$ cat config.mk
export PLATFORM = sky130hd
export DESIGN_NAME = cpu_fault_recognition_unit_core
export DESIGN_NICKNAME = d
export VERILOG_FILES = /design/src/rtl/cfru_pkg.sv /design/src/rtl/cpu_fault_recognition_unit_core.sv
export SDC_FILE = /design/constraint.sdc
export NUM_CORES = 1
export LEC_CHECK = 0
export BUFFER_PORTS_ARGS = -buffer_cell sky130_fd_sc_hd__buf_2
export CORE_UTILIZATION = 55
export DETAILED_ROUTE_END_ITERATION = 10
export HOLD_SLACK_MARGIN = 0.02
export PLACE_DENSITY_LB_ADDON = 0.15
export SLEW_MARGIN = 15
export SYNTH_ARGS = -nofsm -noshare
export SYNTH_HDL_FRONTEND = slang
export SYNTH_SLANG_ARGS = --single-unit
$ cat constraint.sdc
create_clock -name aclk -period 5.57 [get_ports aclk]
set_input_delay 0.2785 -clock aclk [delete_from_list [all_inputs] [get_ports aclk]]
set_output_delay 0.2785 -clock aclk [all_outputs]
set_load 0.02 [all_outputs]
$ cat src/rtl/cfru_pkg.sv
// cfru_pkg: types and codes shared by the fault recognition unit
// no dependencies; imported by cpu_fault_recognition_unit_core, cfru_checker and tb
`timescale 1ns / 1ps

package cfru_pkg;

    localparam int NumFaults = 32;
    localparam int CodeW     = 5;
    localparam int SubW      = 16;
    localparam int FlagW     = 10;
    localparam int ChanW     = 3;

    typedef enum logic [2:0] {
        OP_RAISE       = 3'd0,
        OP_POST_G7     = 3'd1,
        OP_SERVICE_G7  = 3'd2,
        OP_CLEAR_TRO   = 3'd3,
        OP_CLEAR_TRB   = 3'd4
    } op_t;

    // fault numbers
    localparam logic [CodeW-1:0] F_STR = 5'd1;
    localparam logic [CodeW-1:0] F_TRO = 5'd4;
    localparam logic [CodeW-1:0] F_CON = 5'd8;
    localparam logic [CodeW-1:0] F_IPR = 5'd10;
    localparam logic [CodeW-1:0] F_ONC = 5'd11;
    localparam logic [CodeW-1:0] F_EXF = 5'd15;
    localparam logic [CodeW-1:0] F_ACV = 5'd20;
    localparam logic [CodeW-1:0] F_TRB = 5'd31;

    // subfault kinds
    localparam logic [3:0] K_NONE    = 4'd0;
    localparam logic [3:0] K_ILL_OP  = 4'd1;
    localparam logic [3:0] K_ILL_MOD = 4'd2;
    localparam logic [3:0] K_ILL_SLV = 4'd3;
    localparam logic [3:0] K_ILL_DIG = 4'd4;
    localparam logic [3:0] K_NEM     = 4'd6;
    localparam logic [3:0] K_OOB     = 4'd7;
    localparam logic [3:0] K_ILL_PTR = 4'd8;

    // cpu cycle codes
    localparam logic [2:0] CYC_FETCH  = 3'd1;
    localparam logic [2:0] CYC_FEXEC  = 3'd2;
    localparam logic [2:0] CYC_FEXEC2 = 3'd3;

    // sticky flag bit positions
    localparam int FL_ILL_OP   = 0;
    localparam int FL_ILL_MOD  = 1;
    localparam int FL_ILL_DIG  = 2;
    localparam int FL_ILL_PROC = 3;
    localparam int FL_NEM      = 4;
    localparam int FL_OOB      = 5;
    localparam int FL_CON_A    = 6;

    // input transaction, first field in the highest bits
    typedef struct packed {
        logic [2:0]       cpu_cycle;
        logic [SubW-1:0]  sub_value;
        logic [3:0]       sub_kind;
        logic [CodeW-1:0] fault_code;
        logic [2:0]       operation;
    } item_t;

    // result transaction, first field in the highest bits
    typedef struct packed {
        logic              g7_pending_other;
        logic              g7_pending;
        logic              cascade;
        logic              trouble_active;
        logic [FlagW-1:0]  fault_flags;
        logic [ChanW-1:0]  connect_channel;
        logic              fetch_flag;
        logic [SubW-1:0]   cu_flags;
        logic [SubW-1:0]   taken_sub;
        logic [CodeW-1:0]  taken_number;
        logic              fault_taken;
    } result_t;

endpackage

$ cat src/rtl/cpu_fault_recognition_unit_core.sv
// cpu_fault_recognition_unit_core: fault recognition, group-7 posting and service
// depends on cfru_pkg
`timescale 1ns / 1ps

// Usage
//   s_ channel: one transaction per operation (raise, post group 7, service
//   group 7, clear timer runout, clear trouble). m_ channel: exactly one
//   result transaction per input transaction, in order.
//   The input is captured in an input register; the result is computed
//   from it and the fault state and loaded into the result register,
//   which drives m_tvalid.
//   Throughput is one transaction per cycle while m_tready is high: the
//   single flag and priority pass between the two registers sets that rate.
//   When m_tready is low the result register holds, the input register
//   still fills, and s_tready drops only when both are occupied.
//   Reset clears the sticky fault flags, trouble cycle, pending group-7 mask
//   and the posted connect subfault; both registers come up empty.
//   Only the connect entry of the posted subfault table is ever read back,
//   so only that entry is kept.

module cpu_fault_recognition_unit_core
    import cfru_pkg::*;
(
    input  logic        aclk,
    input  logic        aresetn,
    input  logic        s_tvalid,
    output logic        s_tready,
    // operation[2:0], fault_code[7:3], sub_kind[11:8], sub_value[27:12],
    // cpu_cycle[30:28], zero[31]
    input  logic [31:0] s_tdata,
    output logic        m_tvalid,
    input  logic        m_tready,
    // fault_taken[0], taken_number[5:1], taken_sub[21:6], cu_flags[37:22],
    // fetch_flag[38], connect_channel[41:39], fault_flags[51:42],
    // trouble_active[52], cascade[53], g7_pending[54], g7_pending_other[55]
    output logic [55:0] m_tdata
);

    logic                 in_valid_reg;
    item_t                in_reg;
    logic                 out_valid_reg;
    result_t              out_reg;
    result_t              out_next;

    logic [FlagW-1:0]     flag_reg, flag_next;
    logic                 trouble_reg, trouble_next;
    logic [NumFaults-1:0] pend_reg, pend_next;
    logic [SubW-1:0]      con_sub_reg, con_sub_next;

    logic                 advance;

    assign advance  = in_valid_reg && (!out_valid_reg || m_tready);
    assign s_tready = !in_valid_reg || advance;
    assign m_tvalid = out_valid_reg;
    assign m_tdata  = out_reg;

    always_comb begin
        logic             enter;
        logic [CodeW-1:0] num;
        logic [3:0]       kind;
        logic [SubW-1:0]  sub;
        logic [SubW-1:0]  cu;
        logic [ChanW-1:0] chan;
        logic             fexec;

        flag_next    = flag_reg;
        trouble_next = trouble_reg;
        pend_next    = pend_reg;
        con_sub_next = con_sub_reg;
        out_next     = '0;

        enter = 1'b0;
        num   = in_reg.fault_code;
        kind  = in_reg.sub_kind;
        sub   = in_reg.sub_value;
        chan  = '0;
        cu    = '0;
        fexec = (in_reg.cpu_cycle == CYC_FEXEC) || (in_reg.cpu_cycle == CYC_FEXEC2);

        case (in_reg.operation)
            OP_RAISE: begin
                enter = 1'b1;
            end
            OP_POST_G7: begin
                pend_next[in_reg.fault_code] = 1'b1;
                if (in_reg.fault_code == F_CON) begin
                    con_sub_next = in_reg.sub_value;
                end
            end
            OP_SERVICE_G7: begin
                enter = 1'b1;
                kind  = K_NONE;
                sub   = '0;
                // timer runout first, then connect, then execute
                if (pend_reg[F_TRO]) begin
                    num = F_TRO;
                    pend_next[F_TRO] = 1'b0;
                end else if (pend_reg[F_CON]) begin
                    num  = F_CON;
                    sub  = con_sub_reg;
                    chan = con_sub_reg[ChanW-1:0];
                    pend_next[F_CON] = 1'b0;
                end else if (pend_reg[F_EXF]) begin
                    num = F_EXF;
                    pend_next[F_EXF] = 1'b0;
                end else begin
                    num = F_TRB;
                end
            end
            OP_CLEAR_TRO: begin
                pend_next[F_TRO] = 1'b0;
            end
            OP_CLEAR_TRB: begin
                trouble_next = 1'b0;
            end
            default: begin
            end
        endcase

        if (enter) begin
            // sticky fault register
            if (num == F_IPR) begin
                if (kind == K_ILL_OP)       flag_next[FL_ILL_OP]   = 1'b1;
                else if (kind == K_ILL_MOD) flag_next[FL_ILL_MOD]  = 1'b1;
                else if (kind == K_ILL_DIG) flag_next[FL_ILL_DIG]  = 1'b1;
                else                        flag_next[FL_ILL_PROC] = 1'b1;
            end else if (num == F_ONC && kind == K_NEM) begin
                flag_next[FL_NEM] = 1'b1;
            end else if (num == F_STR && kind == K_OOB) begin
                flag_next[FL_OOB] = 1'b1;
            end else if (num == F_CON && sub[SubW-1:2] == '0) begin
                // connect channels a to d
                flag_next[FL_CON_A +: 4] = flag_next[FL_CON_A +: 4] | (4'b0001 << sub[1:0]);
            end

            // control unit violation flags
            if (num == F_ACV) begin
                cu = sub;
            end else if (num == F_STR) begin
                if (kind == K_OOB || kind == K_ILL_PTR) cu[6] = 1'b1;
            end else if (num == F_IPR) begin
                if (kind == K_ILL_OP)       cu[1] = 1'b1;
                else if (kind == K_ILL_MOD) cu[2] = 1'b1;
                else if (kind == K_ILL_SLV) cu[3] = 1'b1;
                else if (kind == K_ILL_DIG) cu[4] = 1'b1;
            end

            // fault during fault execute becomes trouble
            if (fexec) begin
                num = F_TRB;
                out_next.cascade = trouble_reg;
                trouble_next     = 1'b1;
            end else begin
                trouble_next = 1'b0;
            end
            if (num == F_TRB) begin
                sub = '0;
            end

            out_next.fault_taken     = 1'b1;
            out_next.taken_number    = num;
            out_next.taken_sub       = sub;
            out_next.cu_flags        = cu;
            out_next.fetch_flag      = (in_reg.cpu_cycle == CYC_FETCH);
            out_next.connect_channel = chan;
        end

        out_next.fault_flags      = flag_next;
        out_next.trouble_active   = trouble_next;
        out_next.g7_pending       = |pend_next;
        out_next.g7_pending_other = |(pend_next & ~(NumFaults'(1) << F_TRO));
    end

    always_ff @(posedge aclk) begin
        if (!aresetn) begin
            in_valid_reg  <= 1'b0;
            out_valid_reg <= 1'b0;
            flag_reg      <= '0;
            trouble_reg   <= 1'b0;
            pend_reg      <= '0;
            con_sub_reg   <= '0;
        end else begin
            if (s_tvalid && s_tready) begin
                in_valid_reg <= 1'b1;
            end else if (advance) begin
                in_valid_reg <= 1'b0;
            end

            if (advance) begin
                out_valid_reg <= 1'b1;
                flag_reg      <= flag_next;
                trouble_reg   <= trouble_next;
                pend_reg      <= pend_next;
                con_sub_reg   <= con_sub_next;
            end else if (m_tready) begin
                out_valid_reg <= 1'b0;
            end
        end
    end

    // payload registers
    always_ff @(posedge aclk) begin
        if (s_tvalid && s_tready) begin
            in_reg <= item_t'(s_tdata[30:0]);
        end
        if (advance) begin
            out_reg <= out_next;
        end
    end

`ifndef SYNTHESIS
    // a cascade only comes with a taken trouble fault
    a_cascade_trouble: assert property (@(posedge aclk) disable iff (!aresetn)
        (m_tvalid && out_reg.cascade) |->
            (out_reg.fault_taken && out_reg.trouble_active
             && out_reg.taken_number == F_TRB))
        else $error("cascade without trouble fault");

    // no fault taken means quiet fault fields
    a_quiet_fields: assert property (@(posedge aclk) disable iff (!aresetn)
        (m_tvalid && !out_reg.fault_taken) |->
            (out_reg.taken_number == '0 && out_reg.taken_sub == '0
             && out_reg.cu_flags == '0 && !out_reg.fetch_flag
             && out_reg.connect_channel == '0))
        else $error("fault fields set without fault taken");

    a_pending_other: assert property (@(posedge aclk) disable iff (!aresetn)
        (m_tvalid && out_reg.g7_pending_other) |-> out_reg.g7_pending)
        else $error("pending other without pending");

    // sticky flags never clear outside reset
    a_flags_sticky: assert property (@(posedge aclk) disable iff (!aresetn)
        $past(aresetn) |-> ((flag_reg & $past(flag_reg)) == $past(flag_reg)))
        else $error("sticky fault flag cleared");
`endif

endmodule

==> results.cfg <==
[grt]
grt_start_max_net_pins = 65
track_usage_pct = 24.7
overflow = 0
grt_pass1_vias = 4162
grt_pass1_wl_mm = 21.0
antenna_found_initial = 0

[layout]
final_common_cell = buf_2
design_area_mm2 = 0.00743
diodes = 0
largest_reg_flops = 56
drive_above_1_share_pct = 23.6
fin_nets = 675
layout_common_cells = buf_2 (92), edfxtp_1 (87), nor2_1 (61), dfxtp_1 (61), nand2_1 (57)
area_growth_pct = 23.6

[floorplanning]
die_h_um = 107
die_w_um = 107
start_util_pct = 57.4
die_area_mm2 = 0.0113
core_mm2 = 0.0105
row_count = 37
ios = 94

[worst_setup_path]
cp.required_ns = 5.85
r2r_cells = 4
r2r_slack_ns = 2.98
crit_fanout = 22
r2r-start = in_reg[1]
r2r_end = m_tdata[48]
cp.arrival_ns = 2.87
critPathCaptureType = register
critPathSlowestCell = nor3b_4
cpPeakStageDelay_ns = 0.84
cp_cell_sequence = nor3b_4 > and3_1 > a21oi_2 > a31o_2
start_kind = register
timing_worst_setup_path_type = register to register
crit_start = in_reg[1]

[worst_hold_path]
hold_start = m_tready
hold_path.class = input port to register
hold_end = in_valid_reg
whs_path_depth = 4

[yosys]
syn_area_mm2 = 0.00601
ys_seq_elements = 148
ys_warn_count = 0
syn_nets = 558
synth.distinct_cells = 65
async_flop_share_pct = 0
synth-seq-area-share_pct = 63.8
synth_ff_type = edfxtp_1
syn_inst = 522
synth-edff-count = 87
syn_avg_cell_area_um2 = 11.5

[sta]
post-route-min-period_ns = 2.59
setup_tns_ns = 0
slew_violations = 0
setup_viol = 0
max_clock_freq_mhz = 386
worst_pin_slew_ns = 1.08
min_period_over_period_pct = 46.5
max_slew_margin_pct = 27.8
rsz0062_at_grt = no
clock_skew_ns = 0.00763
finalHoldViolCount = 0

[routing]
drtAntennaViolNets = 0
drc = 0
drtIter0Drc = 259
vias_per_cell = 5.64
avgRoutedWirePerCell_um = 16.5
first_pass_iters = 6
wl_mm = 13.0
dr_total_vias = 4447

[cts]
clock_path_buffers = 2
cts_htree_levels = 4
cts_resized = 0
cts_tree = yes
insertion_delay_ns = 0.52
numCtsBuffers = 17
cts_root_buffer = clkbuf_8
cts_sinks = 148
clkSlewWorstSetupHoldPaths_ns = 0.06

[power_and_ir_drop]
irDropWorstVdd_v = 0.000160
combPwrFrac_pct = 6.1
seq_power_share_pct = 48.2
p_clk_share_pct = 45.7
total_leakage_power_nw = 2.83
switchingPower_mw = 0.559
power_density_mw_per_mm2 = 342
p_int_mw = 1.98
switching_share_pct = 22.0

[place]
place_congestion = 0.835
placed_area_mm2 = 0.00650
portBuffers = 92
hpwl_mm = 8.63

[status]
outcome = completed

[flow_run]
drv_cap = 0
synthesized netlist by cell type, types with 8 or more instances:
cell type,count,area (um^2)
dfxtp_1,61,1220
a21oi_1,21,105
o21a_1,32,240
edfxtp_1,87,2610
nand2_1,57,214
nor4_1,14,87.6
a21boi_1,10,75.1
a21boi_0,8,60.1
nand3_1,13,65.1
nor3_1,11,55.1
nand2b_1,8,50.1
o21ai_0,12,60.1
and3_1,19,119
clkbuf_1,15,56.3
nor2_1,61,229
power groups by stage:
| stage | clock, mW | combinational [mW] | sequential [mW] |
|---|---|---|---|
| 2_1_floorplan | 0 | 0.0695 | 1.26 |
| 3_3_place_gp | 0 | 0.133 | 1.24 |
| 3_5_place_dp | 0 | 0.136 | 1.25 |
| 4_1_cts | 1.17 | 0.153 | 1.22 |
| 5_1_grt | 1.22 | 0.167 | 1.23 |
| 6_report | 1.16 | 0.154 | 1.22 |
per-stage QoR:
step | std cells | hold WS [ns] | util (%) | setup WS [ns] | power (mW)
after detailed placement | 724 | 0.436 | 62.1 | 2.80 | 1.38
after global placement | 724 | 0.427 | 62.1 | 2.86 | 1.38
after floorplan | 522 | 0.377 | - | 3.13 | 1.33
after global routing | 788 | 0.168 | 71.0 | 2.85 | 2.62
final | 788 | 0.172 | 71.0 | 2.98 | 2.54
after CTS | 788 | 0.163 | 71.0 | 2.75 | 2.55
critical path, delay by kind of cell, from the launching register on:
| family | cells | cell delay (ns) |
|---|---|---|
| simple gates | 2 | 1.17 |
| flops | 1 | 0.81 |
| compound gates | 2 | 0.34 |
routing by layer:
layer,part of all wire [%],track usage (%),vias to the layer above
li1,-,-,2136
met1,45,33.5,2108
met2,47,39.0,183
met3,6.6,6.19,20
met4,1.6,8.51,0
met5,0,0,-
how the worst max path moves through the flow:
stage | depth (start not counted) | slack (ns) | to
finish | 4 | 2.98 | m_tdata[48]
global route | 5 | 2.85 | flag_reg[9]
CTS | 4 | 2.75 | m_tdata[48]
detailed placement | 4 | 2.80 | m_tdata[48]
global placement | 4 | 2.86 | m_tdata[49]
floorplan | 5 | 3.13 | flag_reg[6]
cell families after synthesis:
kind of cell	Yosys count	share of synthesized area [%]
multiplexers	1	0.167
buffers and inverters	36	3.19
AND/OR/NAND/NOR	226	20.1
AO/OA/AOI/OAI	110	12.6
XOR/XNOR	1	0.146
flip-flops	148	63.8
final cells by class:
class / instances / area (um^2)
sequential: 148 / 3830
fill: 760 / 3030
multi-input combinational: 338 / 1990
timing repair buffer: 127 / 803
clock buffer: 19 / 422
clock inverter: 13 / 184
tap: 136 / 170
inverter: 7 / 26.3
what timing repair did:
action | in CTS | in global routing
buffers inserted | 0 | 0
hold endpoints to repair | 32 | 0
hold buffers | 32 | 0
Note: power is estimated with default switching activity, not from simulation.
